==> src/rtl/tsm_pkg.sv <==
// ----------------------------------------------------------------------------
// tsm_pkg: shared types and constants of the triangle similarity matcher
// Entry and result layouts, opcodes, register indexes, sine coefficients.
// ----------------------------------------------------------------------------
package tsm_pkg;

	localparam int TABLE_DEPTH_DEF = 64;

	// divider geometry: Q16.16 over Q16.16 gives a 48-bit dividend
	localparam int DVD_W = 48;
	localparam int DVS_W = 32;

	localparam logic [1:0] OP_LOAD  = 2'd0;
	localparam logic [1:0] OP_QUERY = 2'd1;
	localparam logic [1:0] OP_CLEAR = 2'd2;

	localparam int CFG_IDX_W = 2;
	localparam logic [CFG_IDX_W-1:0] REG_MID_TOL = 2'd0;
	localparam logic [CFG_IDX_W-1:0] REG_SHT_TOL = 2'd1;
	localparam logic [15:0] TOL_RESET = 16'd655;

	// quarter-wave sine polynomial, Q30
	localparam logic [30:0] SIN_A = 31'd1686629713;
	localparam logic [29:0] SIN_B = 30'd688904866;
	localparam logic [26:0] SIN_C = 27'd76016977;
	localparam logic [15:0] QUARTER = 16'd16384;

	typedef struct packed {
		logic [31:0] long_side;
		logic [15:0] orientation;
		logic [31:0] pos_x;
		logic [31:0] pos_y;
		logic [15:0] mid_ratio;
		logic [15:0] sht_ratio;
	} entry_t;

	typedef struct packed {
		logic [31:0] scale_ratio;
		logic [15:0] rotation;
		logic [31:0] shift_x;
		logic [31:0] shift_y;
	} result_t;

endpackage

==> src/rtl/tsm_div.sv <==
// ----------------------------------------------------------------------------
// tsm_div: restoring divider, one quotient bit per cycle
// 48-bit dividend over a nonzero 32-bit divisor, done pulses once the last quotient bit is in.
// ----------------------------------------------------------------------------
module tsm_div (
	input  logic                      clk,
	input  logic                      arst_n,
	input  logic                      start,
	input  logic [tsm_pkg::DVD_W-1:0] dividend,
	input  logic [tsm_pkg::DVS_W-1:0] divisor,
	output logic                      done,
	output logic [tsm_pkg::DVD_W-1:0] quotient
);

	localparam int STEP_W = $clog2(tsm_pkg::DVD_W + 1);

	logic [tsm_pkg::DVD_W-1:0] dvd_q;
	logic [tsm_pkg::DVS_W-1:0] dvs_q;
	logic [tsm_pkg::DVS_W-1:0] rem_q;
	logic [STEP_W-1:0]         step_q;
	logic                      busy_q;
	logic                      done_q;
	logic [tsm_pkg::DVS_W:0]   trial;
	logic                      qbit;

	// trial subtract of the shifted remainder
	always_comb begin
		trial = {rem_q, dvd_q[tsm_pkg::DVD_W-1]};
		qbit  = (trial >= {1'b0, dvs_q});
	end

	// shift the quotient in where the dividend leaves
	always_ff @(posedge clk or negedge arst_n) begin
		if (!arst_n) begin
			busy_q <= 1'b0;
			done_q <= 1'b0;
			step_q <= '0;
		end else begin
			done_q <= 1'b0;
			if (start) begin
				busy_q <= 1'b1;
				step_q <= '0;
				dvd_q  <= dividend;
				dvs_q  <= divisor;
				rem_q  <= '0;
			end else if (busy_q) begin
				rem_q  <= qbit ? tsm_pkg::DVS_W'(trial - {1'b0, dvs_q})
				               : trial[tsm_pkg::DVS_W-1:0];
				dvd_q  <= {dvd_q[tsm_pkg::DVD_W-2:0], qbit};
				step_q <= step_q + 1'b1;
				if (step_q == STEP_W'(tsm_pkg::DVD_W - 1)) begin
					busy_q <= 1'b0;
					done_q <= 1'b1;
				end
			end
		end
	end

	assign done     = done_q;
	assign quotient = dvd_q;

endmodule

==> config.mk <==
export PLATFORM = sky130hd
export DESIGN_NAME = tsm_div
export DESIGN_NICKNAME = d
export VERILOG_FILES = /design/src/rtl/tsm_pkg.sv /design/src/rtl/tsm_div.sv
export SDC_FILE = /design/constraint.sdc
export NUM_CORES = 1
export LEC_CHECK = 0
export BUFFER_PORTS_ARGS = -buffer_cell sky130_fd_sc_hd__buf_4
export CAP_MARGIN = 20
export CORE_MARGIN = 1
export CORE_UTILIZATION = 60
export DETAILED_ROUTE_END_ITERATION = 10
export PLACE_DENSITY = 0.82
export SLEW_MARGIN = 20
export SYNTH_ARGS = -nofsm -noshare
export SYNTH_HDL_FRONTEND = slang
export SYNTH_SLANG_ARGS = --single-unit
==> constraint.sdc <==
create_clock -name clk -period 5.9 [get_ports clk]
set_input_delay 0.295 -clock clk [delete_from_list [all_inputs] [get_ports clk]]
set_output_delay 0.295 -clock clk [all_outputs]
set_load 0.05 [all_outputs]
* Yosys cells after proc, flatten, opt, wreduce, memory -nomap -nowiden
Index checks and enable logic that the tools add are counted. W data, S select, Z words.
Operators by class: order comparisons 1, reductions and logical operators 3, add/sub/neg operators 2, equal/unequal tests 1, muxes and demuxes 12
Operators with widths (number):
- $mux W48 | 2
- $mux W32 | 2
- $ge A33 B32 Y1 | 1
- $sub A32 B32 Y32 | 1
- $mux W6 | 2
- $add A6 B1 Y6 const B | 1
- $eq A6 B6 Y1 const B | 1
- $mux W1 | 6
- $reduce_and A2 Y1 | 2
- $reduce_bool A2 Y1 | 1
Storage, ports and cells: input port bits 83, word-level logic and storage cells 25, bits in registers 120

* Depth between registers and ports, before layout
depth in word-level cells 4, gate-level depth with buffers 13, mapped depth without buffers 11

* Worst setup path after synthesis
Ideal clock, no wire load.
path type reg-to-reg, start point register busy_q, end point register dvd_q (netlist bit quotient[0]), enable pin, required time 5441 ps, arrival time 2866 ps, library setup time 459 ps, path buffers 1, slack 2575 ps, cell stages (with the launch flop) 4, cells stage by stage dfrtp_1 -> clkbuf_1 -> nor2_1 -> nor2b_1
Between the ends: word-level cells in the longest chain between the ends 2
RTL lines:
- start, declared | RTL line tsm_div.sv:21 | logic busy_q;
- start signal, assigned | RTL line tsm_div.sv:35 | busy_q <= 1'b0;
- start signal, assigned | RTL line tsm_div.sv:41 | busy_q <= 1'b1;
- start signal, assigned | RTL line tsm_div.sv:52 | busy_q <= 1'b0;
- $reduce_bool A2 Y1 (no line)
- $reduce_and A2 Y1 (no line)
- end signal, assigned | RTL line tsm_div.sv:43 | dvd_q <= dividend;
- end signal, assigned | RTL line tsm_div.sv:49 | dvd_q <= {dvd_q[tsm_pkg::DVD_W-2:0], qbit};
- end, declared | RTL line tsm_div.sv:17 | logic [tsm_pkg::DVD_W-1:0] dvd_q;
No other way between the ends. A chain may end at the register's enable or synchronous reset.

* Final worst setup path
start point register rem_q[11] (netlist bit), end point register rem_q[1] (netlist bit), data pin
Between the ends: word-level cells in the longest chain between the ends 3
RTL lines:
- start, declared | RTL line tsm_div.sv:19 | logic [tsm_pkg::DVS_W-1:0] rem_q;
- start signal, assigned | RTL line tsm_div.sv:47 | rem_q <= qbit ? tsm_pkg::DVS_W'(trial - {1'b0, dvs_q})
- $ge A33 B32 Y1 | RTL line tsm_div.sv:29 | qbit = (trial >= {1'b0, dvs_q});
- $mux W32 | RTL line tsm_div.sv:47
- $mux W32 | RTL line tsm_div.sv:46 | end else if (busy_q) begin
No other way between the ends.

==> flow_summary.ini <==
[synthesis]
ys_ff_latch = 120
syn_area_sq_um = 7080
synth-edff-count = 112
synthesis.nets = 752
synthCells = 635
synth_cell_types = 56
synth-async-reset-ratio = 0.0667
synth.avg_cell_area_sq_um = 11.1
synth-main-ff-cell = edfxtp_1
ys_warn_count = 0
ys_seq_area_frac = 0.503

[timing]
fin_crit_sh = 0.645
finClkSkew_ps = 10.9
rsz0062_at_grt = no
finalHoldViolCount = 0
relSlewSlack = 0.404
fmaxAchievable_mhz = 263
setup_tns_ps = 0
drv_slew = 0
worst_slew_pin_slew_ps = 895
layout_setup_ws_ps = 2090
finalSetupViolCount = 0
fin_crit_ps = 3810

[placement]
placed_area_sq_um = 8160
io_buffers = 131
routabilityCongestion = 0.889
preCtsSetupSlack_ps = 2070
hpwl_um = 11200

[power_and_ir_drop]
leakage_uw = 0.00371
power_uw = 2960
power_density_nw_per_um2 = 338
max-vdd-ir-drop_uv = 294

[final_layout]
drive_gt1_frac = 0.307
layout.nets = 880
final_cell_mix = buf_4, edfxtp_1, nand2_1
fin_util = 0.765
nFillCells = 728
post-route-cell-area_sq_um = 8770
synthToLayoutAreaGrowth_pct = 23.9
layout_commonest_cell = buf_4
antenna_cells = 0

[min_path]
hold_end = dvs_q[7]$_DFFE_PP_
min-delay-start = divisor[7]
min_path_type = primary input to flip-flop
hold_depth = 1

[worst_setup_path]
reg2regPathDepth = 10
worstSetupEndpointType = flip-flop
r2r_end = rem_q[1]$_SDFFCE_PP0P_
required_ps = 6140
crit_type = flip-flop to flip-flop
path_max_fanout = 18
worstPathArrival_ps = 4050
reg2reg_from = rem_q[11]$_SDFFCE_PP0P_
critPathLaunchType = flip-flop
worst-r2r-setup-slack_ps = 2090

[floorplan]
die_w_um = 111
initial_core_util = 0.617
std_cell_rows = 39
io_pins = 132
core_area_sq_um = 11500
dieArea_sq_um = 12200
die_h_um = 111

[run_status]
status = finished clean

[flow_run]
drv_cap = 0

[global_routing]
grt_pass1_vias = 5601
grt-ovfl-total = 0
antenna_found_initial = 0
grt_max_degree = 69
grt_pass1_wl_um = 26500
gr-usage-all-layers = 0.273

[route]
drtIter0Drc = 334
drc = 0
dr_wl_met3_um = 1250
dr.pass1.iters = 5
vias = 5518
via_per_inst = 6.00
drt-met1-wl_um = 6600
highest_layer = met4
avgRoutedWirePerCell_um = 17.6
wl_met2_um = 7960
drt.antenna.violating_nets = 0
wl_um = 16200

[clock_network]
clk_path_buf_depth = 2
cts_root_buf = clkbuf_16
tritoncts = yes
insertion_delay_ps = 420
clock-sinks = 120
htree_levels = 4
cts_resized = 0
cts_buffers = 17
clk_pin_slew_ps = 60
==> where the power goes <==
part           switching [uW]  internal (uW)  total [uW]
Clock                     373            673        1050
Combinational             485            347         832
Sequential               50.0           1030        1080
==> Yosys cell counts, types with 4 or more instances <==
library cell	instances	area (sq um)
inv_1	42	158
nor2_1	50	188
a311oi_1	10	87.6
a21oi_1	38	190
nand4_1	6	37.5
a311oi_2	14	210
nand4b_1	4	35.0
and2_1	4	25.0
edfxtp_1	112	3360
o21ai_0	27	135
o21a_1	4	30.0
mux2i_1	5	50.1
dfrtp_1	8	200
clkbuf_1	20	75.1
a21o_1	16	120
a211oi_1	8	60.1
ha_1	33	413
buf_1	4	15.0
xnor2_1	16	140
nor3_1	6	30.0
mux2_2	50	563
or3_1	7	43.8
nand3_1	10	50.1
nand2_1	72	270
nand2b_1	5	31.3
xor2_1	11	96.3
==> layout make-up <==
| cell class | instances | area (sq um) | area share |
|---|---|---|---|
| clock buffer | 20 | 447 | 0.0509 |
| timing repair buffer | 138 | 1050 | 0.119 |
| clock inverter | 12 | 154 | 0.0176 |
| multi-input combinational | 444 | 3220 | 0.367 |
| tap | 143 | 179 | 0.0204 |
| inverter | 42 | 158 | 0.0180 |
| sequential | 120 | 3560 | 0.407 |
==> timing repair <==
item	in CTS	in global routing
hold endpoints to repair	8	0
hold buffers	1	0
buffers inserted	0	0
==> state kept, by name, summed over array words and instances (netlist names) <==
signal	flops
busy_q	1
done	1
dvs_q	32
quotient	48
rem_q	32
step_q	6
==> layer usage <==
layer  vias up  global-route usage
met4         0               0.108
met5         -                   0
met3        33              0.0960
met2       211               0.465
met1      2657               0.315
li1       2617                   -
==> critical path: stages (launching register included) <==
cell       delay (ps)
edfxtp_1          410
ha_1              390
a211o_1           360
a2111oi_2         320
o2bb2ai_1         130
a21o_1            200
or2_1             270
a41oi_2           590
buf_4             360
mux2_2            370
a211oi_1          230
==> worst max-delay path by stage <==
stage	slack, ps	depth (start not counted)	endpoint	startpoint
CTS	2080	10	rem_q[0]$_SDFFCE_PP0P_	rem_q[11]$_SDFFCE_PP0P_
detailed placement	2070	10	rem_q[0]$_SDFFCE_PP0P_	rem_q[11]$_SDFFCE_PP0P_
global route	1860	10	rem_q[1]$_SDFFCE_PP0P_	rem_q[11]$_SDFFCE_PP0P_
finish	2090	10	rem_q[1]$_SDFFCE_PP0P_	rem_q[11]$_SDFFCE_PP0P_
global placement	2260	10	rem_q[0]$_SDFFCE_PP0P_	rem_q[11]$_SDFFCE_PP0P_
floorplan	2580	3	quotient[0]$_DFFE_PP_	busy_q$_DFF_PN0_
==> stage by stage <==
| stage | std cells | hold slack, ps |
|---|---|---|
| global placement | 885 | 311 |
| finish | 919 | 46.7 |
| floorplan | 635 | -0.591 |
| detailed placement | 886 | 327 |
| global route | 919 | 32.6 |
| CTS | 919 | 30.3 |
==> logic make-up after synthesis <==
family	share of synthesized area
flip-flops	0.503
adder cells (fa/ha/maj)	0.0612
multiplexers	0.0866
XOR/XNOR	0.0334
AND/OR/NAND/NOR	0.118
AO/OA/AOI/OAI	0.155
buffers and inverters	0.0426
No activity file was read; power rests on OpenSTA's default activity.
