`src/rtl/tsm_pkg.sv`:
```
// ----------------------------------------------------------------------------
// tsm_pkg: shared types and constants of the triangle similarity matcher
// Entry and result layouts, opcodes, register indexes, sine coefficients.
// ----------------------------------------------------------------------------
package tsm_pkg;

	localparam int TABLE_DEPTH_DEF = 64;

	// divider geometry: Q16.16 over Q16.16 gives a 48-bit dividend
	localparam int DVD_W = 48;
	localparam int DVS_W = 32;

	localparam logic [1:0] OP_LOAD  = 2'd0;
	localparam logic [1:0] OP_QUERY = 2'd1;
	localparam logic [1:0] OP_CLEAR = 2'd2;

	localparam int CFG_IDX_W = 2;
	localparam logic [CFG_IDX_W-1:0] REG_MID_TOL = 2'd0;
	localparam logic [CFG_IDX_W-1:0] REG_SHT_TOL = 2'd1;
	localparam logic [15:0] TOL_RESET = 16'd655;

	// quarter-wave sine polynomial, Q30
	localparam logic [30:0] SIN_A = 31'd1686629713;
	localparam logic [29:0] SIN_B = 30'd688904866;
	localparam logic [26:0] SIN_C = 27'd76016977;
	localparam logic [15:0] QUARTER = 16'd16384;

	typedef struct packed {
		logic [31:0] long_side;
		logic [15:0] orientation;
		logic [31:0] pos_x;
		logic [31:0] pos_y;
		logic [15:0] mid_ratio;
		logic [15:0] sht_ratio;
	} entry_t;

	typedef struct packed {
		logic [31:0] scale_ratio;
		logic [15:0] rotation;
		logic [31:0] shift_x;
		logic [31:0] shift_y;
	} result_t;

endpackage

```
`src/rtl/tsm_cell.sv`:
```
// ----------------------------------------------------------------------------
// tsm_cell: one table slot of the entry chain
// Takes its upper neighbor on a push and its lower neighbor on a rotate.
// ----------------------------------------------------------------------------
module tsm_cell (
	input  logic            clk,
	input  logic            push_en,
	input  logic            rot_en,
	input  tsm_pkg::entry_t push_in,
	input  tsm_pkg::entry_t rot_in,
	output tsm_pkg::entry_t entry
);

	tsm_pkg::entry_t entry_q;

	// shift toward the tail on a push, toward the head on a rotate
	always_ff @(posedge clk) begin
		if (push_en) begin
			entry_q <= push_in;
		end else if (rot_en) begin
			entry_q <= rot_in;
		end
	end

	assign entry = entry_q;

endmodule

```
`config.mk`:
```
export PLATFORM = sky130hd
export DESIGN_NAME = tsm_cell
export DESIGN_NICKNAME = d
export VERILOG_FILES = /design/src/rtl/tsm_pkg.sv /design/src/rtl/tsm_cell.sv
export SDC_FILE = /design/constraint.sdc
export NUM_CORES = 1
export LEC_CHECK = 0
export BUFFER_PORTS_ARGS = -buffer_cell sky130_fd_sc_hd__buf_2
export CAP_MARGIN = 20
export CORE_AREA = 3 3 168 170
export DETAILED_ROUTE_END_ITERATION = 8
export DIE_AREA = 0 0 171 173
export PLACE_DENSITY = 0.52
export SLEW_MARGIN = 20
export SYNTH_ARGS = -nofsm -noshare
export SYNTH_HDL_FRONTEND = slang
export SYNTH_SLANG_ARGS = --single-unit
export TNS_END_PERCENT = 10
```
`constraint.sdc`:
```
create_clock -name clk -period 11.5 [get_ports clk]
set_input_delay 0.575 -clock clk [delete_from_list [all_inputs] [get_ports clk]]
set_output_delay 0.575 -clock clk [all_outputs]
set_load 0.1 [all_outputs]
```
**Word level (Yosys, flattened, before mapping)**

Cells that the tools add are included.

- Bits in registers: 144
- Output and inout port bits: 144
- Word-level logic and storage cells: 9

- Mux-type cells: 2
- Reductions and logical operators: 1

Operator list:

| operator | number |
|---|---|
| 2-to-1 mux 144 bit | 2 |
| nonzero test 2 bit | 1 |

**Logic depth before layout (Yosys ltp)**

Gate-level depths: netlist of run 1.

- Depth after elaboration: 2
- Gate-level depth with buffers: 4

**Least setup slack after synthesis of run 1**

No wires, ideal clock.

- Kind: input to register
- Start: in push_en
- End: reg entry_q (netlist bit entry[0]), enable pin
- Library setup time: 0.514 ns
- Arrival: 4.149 ns
- Required time: 10.986 ns
- Slack: 6.837 ns
- Stages on the path: 4
- Path buffers: 3
- Path through: buf_6 -> buf_6 -> buf_6 -> or2_1

- Cells in the longest elaborated chain, start to end: 1

RTL lines:

| element | RTL line | RTL |
|---|---|---|
| start, declared | tsm_cell.sv:7 | `input logic push_en,` |
| nonzero test 2 bit (no source line) | -- |  |
| end signal, assigned | tsm_cell.sv:19 | `entry_q <= push_in;` |
| end signal, assigned | tsm_cell.sv:21 | `entry_q <= rot_in;` |
| end, declared | tsm_cell.sv:14 | `tsm_pkg::entry_t entry_q;` |

Every way passes these cells.
A chain may end at the register's enable or synchronous reset.

**Worst setup path after layout of run 1**

- Start: in push_en
- End: reg entry_q (netlist bit entry[121]), enable pin

The elaborated chain is that of the path after synthesis.

==> impl_metrics.env, run 1 <==
export IMPL_status="finished clean"
export IMPL_wl_per_cell_um=17.09
export IMPL_setup_tns_ns=0
export IMPL_instances_no_fill=1098
export IMPL_fin_crit_ns=2.593
export IMPL_fin_nets=1036
export IMPL_ys_ff_latch=144
export IMPL_die_area_mm2=0.02958
export IMPL_syn_area_mm2=0.006260
export IMPL_yosysWarnings=0
export IMPL_pin_count=435
export IMPL_path_class="input port to flop"
export IMPL_synth_seq_area_share_pct=69.08
export IMPL_clockBufferDepth=2
export IMPL_synth_cells=305
export IMPL_grt_overflow=0
export IMPL_num_vias=4372
export IMPL_tightest_slew_ns=1.051
export IMPL_path_clk_slew_ns=0.07
export IMPL_start_kind="input port"
export IMPL_postCtsSetupRepairBufs=0
export IMPL_synth_compound_area_share_pct=0
export IMPL_synth_fp_nets=596
export IMPL_grt_max_degree=75
export IMPL_drc=0
export IMPL_synth_cell_types=6
export IMPL_drv_cap=0
export IMPL_drt_iter0_markers=187
export IMPL_clockRootBuffer="clkbuf_16"
export IMPL_die_y_um=173
export IMPL_place_inst=1067
export IMPL_hold_path_class="input port to flop"
export IMPL_viasPerCell=3.982
export IMPL_p_per_area_mw_per_mm2=198.1
export IMPL_synthAdderAreaFrac_pct=0
export IMPL_crit_required_ns=11.53
export IMPL_grt_pass1_vias=4568
export IMPL_rows=60
export IMPL_setup_viol=0
export IMPL_routabilityCongestion=0.7217
export IMPL_fin_crit_sh_pct=22.55
export IMPL_rsz0062_at_grt="no"
export IMPL_grt_pass1_wl_um=27020
export IMPL_layout_commonest_cell="buf_2"
export IMPL_largest_reg_flops=144
export IMPL_track_usage_pct=12.07
export IMPL_power_mw=1.859
export IMPL_synth_xor_area_share_pct=0
export IMPL_placed_area_mm2=0.008766
export IMPL_cp_slowest_cell="or2_4"
export IMPL_drtPass1Iterations=4
export IMPL_clock_sinks=144
export IMPL_portBuffers=434
export IMPL_die_x_um=171
export IMPL_antenna_found_initial=0
export IMPL_synth_top_family_by_area="multiplexers"
export IMPL_syn_area_per_cell_um2=20.52
export IMPL_cpPeakStageDelay_ns=0.86
export IMPL_drv_slew=0
export IMPL_slew_headroom_pct=29.91
export IMPL_end_kind="flop"
export IMPL_antenna_cells=0
export IMPL_drt_total_wl_um=18770
export IMPL_yosys_area_share_simple_pct=0.09994
export IMPL_htree_num_levels=4
export IMPL_cts_tree="yes"
export IMPL_finalHoldViolations=0
export IMPL_worstPathArrival_ns=2.62
export IMPL_cts_resized=0
export IMPL_fmax_mhz=385.7
export IMPL_p_leak_nw=4.263
export IMPL_final_cell_mix="buf_2, edfxtp_1, mux2_2"
export IMPL_crit_fanout=74
export IMPL_drive_above_1_share_pct=80.71
export IMPL_crit_chain="buf_6, or2_4, buf_4"
export IMPL_start_util_pct=23.29
export IMPL_muxShareOfSynthArea_pct=28.84
export IMPL_core_mm2=0.02688
export IMPL_areaGrowthSynthToFinish_pct=49.89
export IMPL_vdd_drop_max_v=0.00007636
export IMPL_cts_made_buffers=17
export IMPL_drtAntennaViolNets=0
export IMPL_finalInstanceArea_mm2=0.009383
export IMPL_postCtsHoldBufs=0
[layer usage]
metal	GRT usage [%]	vias to the layer above	routed length, um
met5	0	-	0
met4	4.125	0	352
met3	4.641	11	1855
met2	21.17	256	9490
met1	13.29	2026	7068
li1	-	2079	-
[path summary, 6_finish.rpt]
path / startpoint / end / cells past startpoint
hold / removal: rot_in[127] / entry[127] / 2
setup / recovery: push_en / entry[121] / 3
[final cells by class]
cell class,instances,area [um^2]
timing repair buffer,437,2201
sequential,144,4324
clock inverter,12,183.9
tap,341,426.7
clock buffer,19,432.9
fill,2706,17490
multi-input combinational,145,1814
[synthesized netlist by cell type]
master    number  area [um^2]
mux2_2        95         1070
buf_6          7        78.83
mux2_4        49        735.7
buf_2          9        45.04
or2_1          1        6.260
edfxtp_1     144         4324
[cells by family (layout without fill, tap and decap cells)]
| group | Yosys count | in the layout |
|---|---|---|
| buffers and inverters | 16 | 468 |
| flip-flops | 144 | 144 |
| multiplexers | 144 | 144 |
| AND/OR/NAND/NOR | 1 | 1 |
[worst max-delay path: cells and delay by family]
kind,cells,cell delay (ns)
buffers and inverters,2,1.02
and+or+nand+nor,1,0.86
[report_power, final]
part	internal (mW)	switching (mW)	total, mW
registers	0.645	0.0139	0.659
logic	0.115	0.491	0.606
clock network	0.365	0.229	0.594
total	1.13	0.733	1.86
[per-stage QoR]
stage          hold WS [ns]  util (%)  worst slack [ns]
2_1_floorplan        0.7925         -             6.837
3_3_place_gp         0.8759     32.62             8.456
3_5_place_dp         0.8785     32.62             8.431
4_1_cts              0.4338     34.91             8.877
5_1_grt              0.4333     34.91             8.746
6_report             0.4627     34.91             8.907
Power figures use the tool's default switching activity.
==> run 2: changes to the inputs <==
- CORE_AREA: 3 3 168 170 -> 3 3 169 171
- DIE_AREA: 0 0 171 173 -> 0 0 172 174
- clock period: 11.5 -> 2.7 ns (I/O delays scaled with it)
==> run 2 against run 1 <==
Compared with the run above: non-clock buffer count up 27; clock power rose to 4.4 times the previous value; combinational power rose to 4.3 times the previous value; wire length down 0.28%; die area up 1.2%; clock-buffer cell count unchanged; critical path type unchanged; highest routed layer unchanged.
==> impl_metrics.env, run 2 (synthesized netlist as in run 1, its figures left out) <==
export IMPL_die_x_um=172
export IMPL_cts_resized=0
export IMPL_pre_cts_slack_ns=1.239
export IMPL_status="finished clean"
export IMPL_clockRootBuffer="clkbuf_16"
export IMPL_portBuffers=434
export IMPL_die_area_mm2=0.02993
export IMPL_fmax_mhz=702.4
export IMPL_worstPathArrival_ns=1.59
export IMPL_start_kind="input port"
export IMPL_postCtsSetupRepairBufs=0
export IMPL_largest_reg_flops=144
export IMPL_fin_crit_sh_pct=52.73
export IMPL_htree_num_levels=4
export IMPL_path_clk_slew_ns=0.07
export IMPL_wl_met1_um=6981
export IMPL_track_usage_pct=11.97
export IMPL_hold_depth=2
export IMPL_cts_tree="yes"
export IMPL_drt_total_wl_um=18720
export IMPL_p_per_area_mw_per_mm2=825.3
export IMPL_antenna_found_initial=0
export IMPL_p_leak_nw=4.407
export IMPL_placed_area_mm2=0.008823
export IMPL_cts_made_buffers=17
export IMPL_post_dp_hpwl_um=14600
export IMPL_viasPerCell=3.974
export IMPL_clockBufferDepth=2
export IMPL_drv_cap=0
export IMPL_tightest_slew_ns=0.5351
export IMPL_fin_nets=1063
export IMPL_fin_crit_ns=1.424
export IMPL_drc=0
export IMPL_path_class="input port to flop"
export IMPL_final_cell_mix="buf_2, edfxtp_1, mux2_2"
export IMPL_dr_wl_met3_um=2016
export IMPL_rsz0062_at_grt="no"
export IMPL_final_util_pct=35.97
export IMPL_pin_count=435
export IMPL_grt_max_degree=79
export IMPL_end_kind="flop"
export IMPL_vdd_drop_max_v=0.0003544
export IMPL_routabilityCongestion=0.7205
export IMPL_areaGrowthSynthToFinish_pct=55.31
export IMPL_num_vias=4471
export IMPL_drive_above_1_share_pct=78.06
export IMPL_finalInstanceArea_mm2=0.009722
export IMPL_hold_worst_slack_ns=0.02449
export IMPL_postCtsHoldBufs=20
export IMPL_clock_sinks=144
export IMPL_drt_iter0_markers=112
export IMPL_layout_commonest_cell="buf_2"
export IMPL_start_util_pct=23.16
export IMPL_finalHoldViolations=0
export IMPL_drtPass1Iterations=4
export IMPL_crit_fanout=1
export IMPL_top_layer_used="met4"
export IMPL_grt_overflow=0
export IMPL_die_y_um=174
export IMPL_rows=60
export IMPL_crit_required_ns=2.86
export IMPL_wl_per_cell_um=16.64
export IMPL_grt_pass1_wl_um=27140
export IMPL_setup_tns_ns=0
export IMPL_place_inst=1068
export IMPL_drtAntennaViolNets=0
export IMPL_met2_length_um=9572
export IMPL_drv_slew=0
export IMPL_core_mm2=0.02703
export IMPL_hold_path_class="input port to flop"
export IMPL_power_mw=8.024
export IMPL_finalWorstSetupSlack_ns=1.276
export IMPL_antenna_cells=0
export IMPL_instances_no_fill=1125
export IMPL_grt_pass1_vias=4836
export IMPL_setup_viol=0
export IMPL_slew_headroom_pct=64.57
[run 2: final timing paths]
check / startpoint / endpoint
worst min-delay path: rot_in[108] / entry[108]
worst max-delay path: push_in[94] / entry[94]
[run 2: where the power goes]
group	total, mW	switching [mW]	internal [mW]
Clock	2.60	0.955	1.65
Sequential	2.80	0.0577	2.75
Combinational	2.62	2.09	0.525
Total	8.02	3.11	4.92
[run 2: final cells by class]
cell class                      instances  area, um^2
Timing Repair Buffer                  464        2519
Clock inverter                         12       205.2
Clock buffer                           19       432.9
Tap cell                              341       426.7
Sequential cell                       144        4324
Multi-Input combinational cell        145        1814
Fill cell                            2641       17300
[run 2: worst max-delay path, stage by stage]
cell and delay, ns:
dlygate4sd3_1 0.54, buf_2 0.12, mux2_4 0.24, dlygate4sd3_1 0.55
[run 2: layer usage]
metal  track usage (%)  vias up
met3             4.549        7
met5                 0        -
li1                  -     2142
met4             2.695        0
met1             13.18     2049
met2             21.70      273
