`config.mk`:
```
export PLATFORM = sky130hd
export DESIGN_NAME = tsm_sine
export DESIGN_NICKNAME = d
export VERILOG_FILES = /design/src/rtl/tsm_pkg.sv /design/src/rtl/tsm_sine.sv
export SDC_FILE = /design/constraint.sdc
export NUM_CORES = 2
export LEC_CHECK = 0
export ABC_AREA = 1
export BUFFER_PORTS_ARGS = -buffer_cell sky130_fd_sc_hd__clkbuf_2
export CAP_MARGIN = 30
export CORE_MARGIN = 8
export CORE_UTILIZATION = 45
export CTS_CLUSTER_SIZE = 24
export DETAILED_ROUTE_END_ITERATION = 12
export SETUP_SLACK_MARGIN = 0.2
export SLEW_MARGIN = 40
export SYNTH_ARGS = -nofsm -noshare
export SYNTH_HDL_FRONTEND = slang
export SYNTH_SLANG_ARGS = --single-unit
```
`constraint.sdc`:
```
create_clock -name clk -period 7.07 [get_ports clk]
set_input_delay 0.707 -clock clk [delete_from_list [all_inputs] [get_ports clk]]
set_output_delay 0.707 -clock clk [all_outputs]
set_load 0.05 [all_outputs]
```
`src/rtl/tsm_pkg.sv`:
```
// ----------------------------------------------------------------------------
// tsm_pkg: shared types and constants of the triangle similarity matcher
// Entry and result layouts, opcodes, register indexes, sine coefficients.
// ----------------------------------------------------------------------------
package tsm_pkg;

	localparam int TABLE_DEPTH_DEF = 64;

	// divider geometry: Q16.16 over Q16.16 gives a 48-bit dividend
	localparam int DVD_W = 48;
	localparam int DVS_W = 32;

	localparam logic [1:0] OP_LOAD  = 2'd0;
	localparam logic [1:0] OP_QUERY = 2'd1;
	localparam logic [1:0] OP_CLEAR = 2'd2;

	localparam int CFG_IDX_W = 2;
	localparam logic [CFG_IDX_W-1:0] REG_MID_TOL = 2'd0;
	localparam logic [CFG_IDX_W-1:0] REG_SHT_TOL = 2'd1;
	localparam logic [15:0] TOL_RESET = 16'd655;

	// quarter-wave sine polynomial, Q30
	localparam logic [30:0] SIN_A = 31'd1686629713;
	localparam logic [29:0] SIN_B = 30'd688904866;
	localparam logic [26:0] SIN_C = 27'd76016977;
	localparam logic [15:0] QUARTER = 16'd16384;

	typedef struct packed {
		logic [31:0] long_side;
		logic [15:0] orientation;
		logic [31:0] pos_x;
		logic [31:0] pos_y;
		logic [15:0] mid_ratio;
		logic [15:0] sht_ratio;
	} entry_t;

	typedef struct packed {
		logic [31:0] scale_ratio;
		logic [15:0] rotation;
		logic [31:0] shift_x;
		logic [31:0] shift_y;
	} result_t;

endpackage

```
`src/rtl/tsm_sine.sv`:
```
// ----------------------------------------------------------------------------
// tsm_sine: Q30 sine of a binary angle
// Quarter-wave polynomial evaluated one product per cycle, quadrant folded.
// ----------------------------------------------------------------------------
module tsm_sine (
	input  logic        clk,
	input  logic        arst_n,
	input  logic        start,
	input  logic [15:0] angle,
	output logic        done,
	output logic [31:0] value
);

	typedef enum logic [2:0] {
		SN_IDLE, SN_X2, SN_INNER, SN_MID, SN_OUT
	} sn_state_t;

	sn_state_t   state_q;
	logic [14:0] t_q;
	logic        neg_q;
	logic [14:0] x2_q;
	logic [29:0] inner_q;
	logic [30:0] mid_q;
	logic [31:0] value_q;
	logic        done_q;

	logic [29:0] t_sq;
	logic [41:0] x2_c;
	logic [44:0] x2_in;
	logic [45:0] t_mid;
	logic [30:0] s_mag;

	always_comb begin
		t_sq  = t_q * t_q;
		x2_c  = x2_q * tsm_pkg::SIN_C;
		x2_in = x2_q * inner_q;
		t_mid = t_q * mid_q;
		s_mag = t_mid[44:14];
	end

	// one polynomial product per state
	always_ff @(posedge clk or negedge arst_n) begin
		if (!arst_n) begin
			state_q <= SN_IDLE;
			done_q  <= 1'b0;
		end else begin
			done_q <= 1'b0;
			unique case (state_q)
				SN_IDLE: begin
					if (start) begin
						t_q     <= angle[14] ? 15'(15'd16384 - {1'b0, angle[13:0]})
						                     : {1'b0, angle[13:0]};
						neg_q   <= angle[15];
						state_q <= SN_X2;
					end
				end
				SN_X2: begin
					x2_q    <= t_sq[28:14];
					state_q <= SN_INNER;
				end
				SN_INNER: begin
					inner_q <= tsm_pkg::SIN_B - x2_c[41:14];
					state_q <= SN_MID;
				end
				SN_MID: begin
					mid_q   <= tsm_pkg::SIN_A - x2_in[44:14];
					state_q <= SN_OUT;
				end
				SN_OUT: begin
					value_q <= neg_q ? 32'(-{1'b0, s_mag}) : {1'b0, s_mag};
					done_q  <= 1'b1;
					state_q <= SN_IDLE;
				end
				default: state_q <= SN_IDLE;
			endcase
		end
	end

	assign done  = done_q;
	assign value = value_q;

endmodule

```
; ---- After elaboration in Yosys (flattened, before gate mapping)
; Index checks and enable logic that the tools add are counted.
[totals]
input_bits = 19
register_bits = 128
elab_cells = 34
[op_classes]
addsub = 4
mul = 4
eq_ne = 5
muxes = 5
reduce_logical = 6
[op_table]
columns = cell, n
row1 = 15-bit by 30-bit multiplier with 45-bit output, 1
row2 = 15-bit by 31-bit multiplier with 45-bit output, 1
row3 = 15-bit by 27-bit multiplier with 42-bit output (second input constant), 1
row4 = 31-bit negator with 32-bit output, 1
row5 = 31-bit two-way mux, 1
row6 = 31-bit subtractor (first input constant), 1
row7 = 30-bit by 28-bit subtractor with 30-bit output (first input constant), 1
row8 = 15-bit by 15-bit multiplier with 29-bit output, 1
row9 = 15-bit by 14-bit subtractor with 15-bit output (first input constant), 1
row10 = 14-bit two-way mux, 1
row11 = 3-bit one-hot mux with 4 select lines, 1
row12 = 2-bit AND reduction, 4
row13 = 3-bit by 2-bit == test with 1-bit output (second input constant), 2
row14 = 3-bit by 1-bit == test with 1-bit output (second input constant), 1
row15 = 3-bit == test (second input constant), 1
row16 = 3-bit logical NOT, 1
row17 = 3-bit two-way mux, 1
row18 = 3-bit AND reduction, 1
row19 = 2-bit != test (second input constant), 1
row20 = 1-bit two-way mux, 1

; ---- Depth between registers and ports, before layout
[logic_depth]
word_depth = 3
depth_mapped = 40
mapped_depth_nobuf = 38

; ---- Worst setup path after synthesis
; Ideal clock, no wire load.
[synth_timing]
kind = register -> register
startpoint = register t_q[3]
endpoint = register value_q[20] (netlist: value[20]), data pin
required_time_ns = 6.816
stages_incl_launch_ff = 33
setup_ns = 0.254
period_less_slack_ns = 6.458
path_buffers = 2
t_arrival_ns = 6.204
path_slack_ns = 0.612
cell_sequence = edfxtp_1 clkbuf_1 buf_1 nand2_1 fa_1 fa_1 inv_1 fa_1 inv_1 fa_1 fa_1 fa_1 inv_1 ha_1 nand2_1 nor2_1 nand2_1 nand2_1 inv_1 nand2_1 xor2_1 inv_1 ha_1 inv_1 nor2_1 nand2_1 nor2_1 and2_2 nand3_2 nand2_1 nand2_1 xor2_1 inv_1
[synth_between]
elab_chain_cells = 3
[synth_rtl]
columns = item, line
row1 = start: declaration, tsm_sine.sv:19  ; logic [14:0] t_q;
row2 = start signal: assignment, tsm_sine.sv:51  ; t_q <= angle[14] ? 15'(15'd16384 - {1'b0, angle[13:0]})
row3 = 15-bit by 31-bit multiplier with 45-bit output *, tsm_sine.sv:37  ; t_mid = t_q * mid_q;
row4 = 31-bit negator with 32-bit output, tsm_sine.sv:70  ; value_q <= neg_q ? 32'(-{1'b0, s_mag}) : {1'b0, s_mag};
row5 = 31-bit two-way mux *, tsm_sine.sv:70
row6 = end signal: assignment, tsm_sine.sv:70
row7 = end: declaration, tsm_sine.sv:24  ; logic [31:0] value_q;
; Every way passes the cells marked *; elsewhere a longest branch is shown, timed or not.
; A chain may end at the register's enable or synchronous reset.

; ---- Worst setup path after layout
[layout_timing]
startpoint = register inner_q[9]
endpoint = register mid_q[25], data pin
[layout_between]
elab_chain_cells = 2
[layout_rtl]
columns = item, line
row1 = start: declaration, tsm_sine.sv:22  ; logic [29:0] inner_q;
row2 = start signal: assignment, tsm_sine.sv:62  ; inner_q <= tsm_pkg::SIN_B - x2_c[41:14];
row3 = 15-bit by 30-bit multiplier with 45-bit output, tsm_sine.sv:36  ; x2_in = x2_q * inner_q;
row4 = 31-bit subtractor, tsm_sine.sv:66  ; mid_q <= tsm_pkg::SIN_A - x2_in[44:14];
row5 = end signal: assignment, tsm_sine.sv:66
row6 = end: declaration, tsm_sine.sv:23  ; logic [30:0] mid_q;
; No other way between the ends.

==> results.json <==
{
  "io_buffers": 51,
  "status": "finished clean",
  "synth_seq_area_share_pct": 7.478,
  "synthDistinctLibCells": 56,
  "synthTopCellsByArea": "fa_1 39%, inv_1 15%, nand2_1 14%, ha_1 11%, edfxtp_1 7.3%",
  "max_cap_violations": 0,
  "finalCriticalPeriod_ns": 6.626,
  "hold_viol_final": 0,
  "dieArea_um2": 124700,
  "skew_ns": 0.03869,
  "worst_path_most_repeated_cell": "nand2_1",
  "cts_buffer_depth": 2,
  "dr.pass1.iters": 6,
  "cts.clk_slew.worst_paths_ns": 0.10,
  "cp.arrival_ns": 6.92,
  "fin_crit_sh_pct": 93.73,
  "worst-path-buf-inv": 9,
  "fin_tns_setup_ns": 0,
  "crit_type": "register to register",
  "gr-total-overflow": 0,
  "async_reset_ff_share_pct": 3.125,
  "cts_buffers": 17,
  "viasPerCell": 4.888,
  "die_y_um": 353.1,
  "ys_ff_latch": 128,
  "io-pin-count": 52,
  "synth.largest_area_cell": "fa_1",
  "netlist.area_leader.share_pct": 38.76,
  "drc": 0,
  "synthCells": 6883,
  "max_freq_mhz": 150.9,
  "h-tree-depth": 4,
  "min_path_type": "input port to register",
  "area_growth_pct": 13.74,
  "cp_slowest_cell": "fa_1",
  "n_antenna_cell": 0,
  "final_area_um2": 58160,
  "yosysWarnings": 0,
  "antenna_found_initial": 1,
  "ant_nets": 0,
  "critical_path.top_delay_family": "adder cells",
  "start_util_pct": 45.39,
  "synth.avg_cell_area_um2": 7.428,
  "max-slew-margin-rel_pct": 48.16,
  "grt_pass1_vias": 43723,
  "layout-drive-gt1-share_pct": 12.05,
  "synth_nets": 8332,
  "worstMarginPinSlew_ns": 0.7705,
  "track_usage_pct": 22.94,
  "routedWlPerCell_um": 16.60,
  "grt_max_degree": 43,
  "dpl_cell_area_um2": 55200,
  "endpoint_kind": "register",
  "row_count": 123,
  "critPathLaunchType": "register",
  "wl_um": 144100,
  "synth_flop_cell": "edfxtp_1",
  "clockRootBuffer": "clkbuf_16",
  "setup-violations-final": 0,
  "crit_required_ns": 7.36,
  "cts.sinks": 128,
  "insertion_delay_ns": 0.52,
  "cts_tree": "yes",
  "drv_slew": 0,
  "dieWidth_um": 353.1,
  "hpwlAfterDp_um": 120600,
  "drt_iter0_markers": 2693,
  "synth_enable_flop_cells": 124,
  "rsz0062_at_grt": "true",
  "nets": 8616,
  "grt_pass1_wl_um": 230900,
  "rrSetupSlack_ns": 0.44,
  "gp_routability_congestion": 0.9262,
  "max_stage_delay_ns": 0.56,
  "vias": 42430,
  "synth_area_um2": 51130,
  "path_max_fanout": 10,
  "core-area_um2": 112700
}
-- cell type report --
class,instances,area [um2]
timing repair buffer,449,3882
multi-input combinational,4488,40210
fill,11142,54500
clock buffer,18,429.2
tap,1500,1877
clock inverter,14,107.6
sequential,128,3824
inverter,2083,7824
-- stage by stage --
stage                     setup WS, ns  utilization [%]  instances  hold slack [ns]
final                           0.4436            51.62       8680           0.4041
after global routing            0.1151            51.62       8680           0.3890
after CTS                       0.2041            49.54       8594           0.3703
after detailed placement        0.1566            49.00       8554           0.4960
after global placement          0.1138            48.95       8551           0.4917
after floorplan                 0.6122                -       6883           0.4114
-- routing by layer --
metal / GRT usage [%] / part of all wire [%] / vias up
met3: 2.459 / 4.7 / 188
met2: 39.83 / 49 / 1052
met5: 0 / 0 / -
li1: - / - / 20273
met4: 6.363 / 2.7 / 0
met1: 30.42 / 43 / 20917
-- repair_timing --
item                                   4_1_cts  5_1_grt
hold buffers                                 1        0
gates resized for setup                      3      380
buffers inserted                             7       81
endpoints found under the hold margin        4        0
pin swaps                                    0       78
gates cloned                                 0        5
setup endpoints to repair                   11       61
-- path summary, 6_finish.rpt --
check                           cells past startpoint        from         end
worst max-delay path                               33  inner_q[9]   mid_q[25]
worst min-delay path                                1   angle[15]       neg_q
worst max register to register                     33  inner_q[9]   mid_q[25]
worst min register to register                      1  state_q[2]  state_q[2]
max in group asynchronous                           2      arst_n  state_q[1]
min in group asynchronous                           2      arst_n  state_q[2]
-- cell usage after synthesis (3+ instances only) --
cell / n
xor2_2: 3
nand3_2: 5
xnor2_1: 31
nand3b_1: 26
a21boi_0: 6
fa_1: 990
dfrtp_1: 4
nor4_1: 6
buf_1: 32
a21oi_1: 162
nand4_1: 40
nor3_1: 31
nand2_4: 4
o21bai_1: 19
xor2_1: 81
ha_1: 440
nor2_1: 320
a21o_1: 9
o211ai_1: 3
clkbuf_1: 150
nand2_2: 34
inv_1: 2071
edfxtp_1: 124
a31oi_1: 8
and2_1: 4
nand3_1: 164
nor2_4: 3
or2_2: 3
nor2_2: 14
o21a_1: 10
inv_2: 11
nand2_1: 1953
o21ai_0: 91
-- placed cells by master, fill, tap and decap left out, types with 10 or more instances in the layout --
master,count
o21bai_1,17
nor2_1,242
nand3_1,149
nand2_1,1874
ha_4,31
nand2_4,19
nand3_2,16
xor2_1,77
buf_6,11
ha_2,15
nor2_2,71
ha_1,394
nor3_1,23
clkbuf_2,52
nand2_2,97
fa_1,981
nand4_1,40
nand3b_1,26
inv_2,24
clkbuf_16,22
a21oi_2,31
buf_4,339
xnor2_1,30
buf_12,38
edfxtp_1,124
a21oi_1,131
o21ai_0,81
nor2_4,24
o21ai_1,10
inv_1,2057
-- state kept, by name (all words and copies together), names as in the netlist --
name	count
x2_q	15
mid_q	31
neg_q	1
t_q	15
inner_q	30
done	1
state_q	3
value	32
-- cells by family after synthesis --
logic type | synth area share [%]
AO/OA/AOI/OAI | 3.531
XOR/XNOR | 2.154
adder cells (fa/ha/maj) | 49.53
buffers and inverters | 16.65
flip-flops | 7.478
AND/OR/NAND/NOR | 20.65
Power is not shown: default switching activity piles up to over one toggle a cycle in this logic, so the estimate is an artifact.
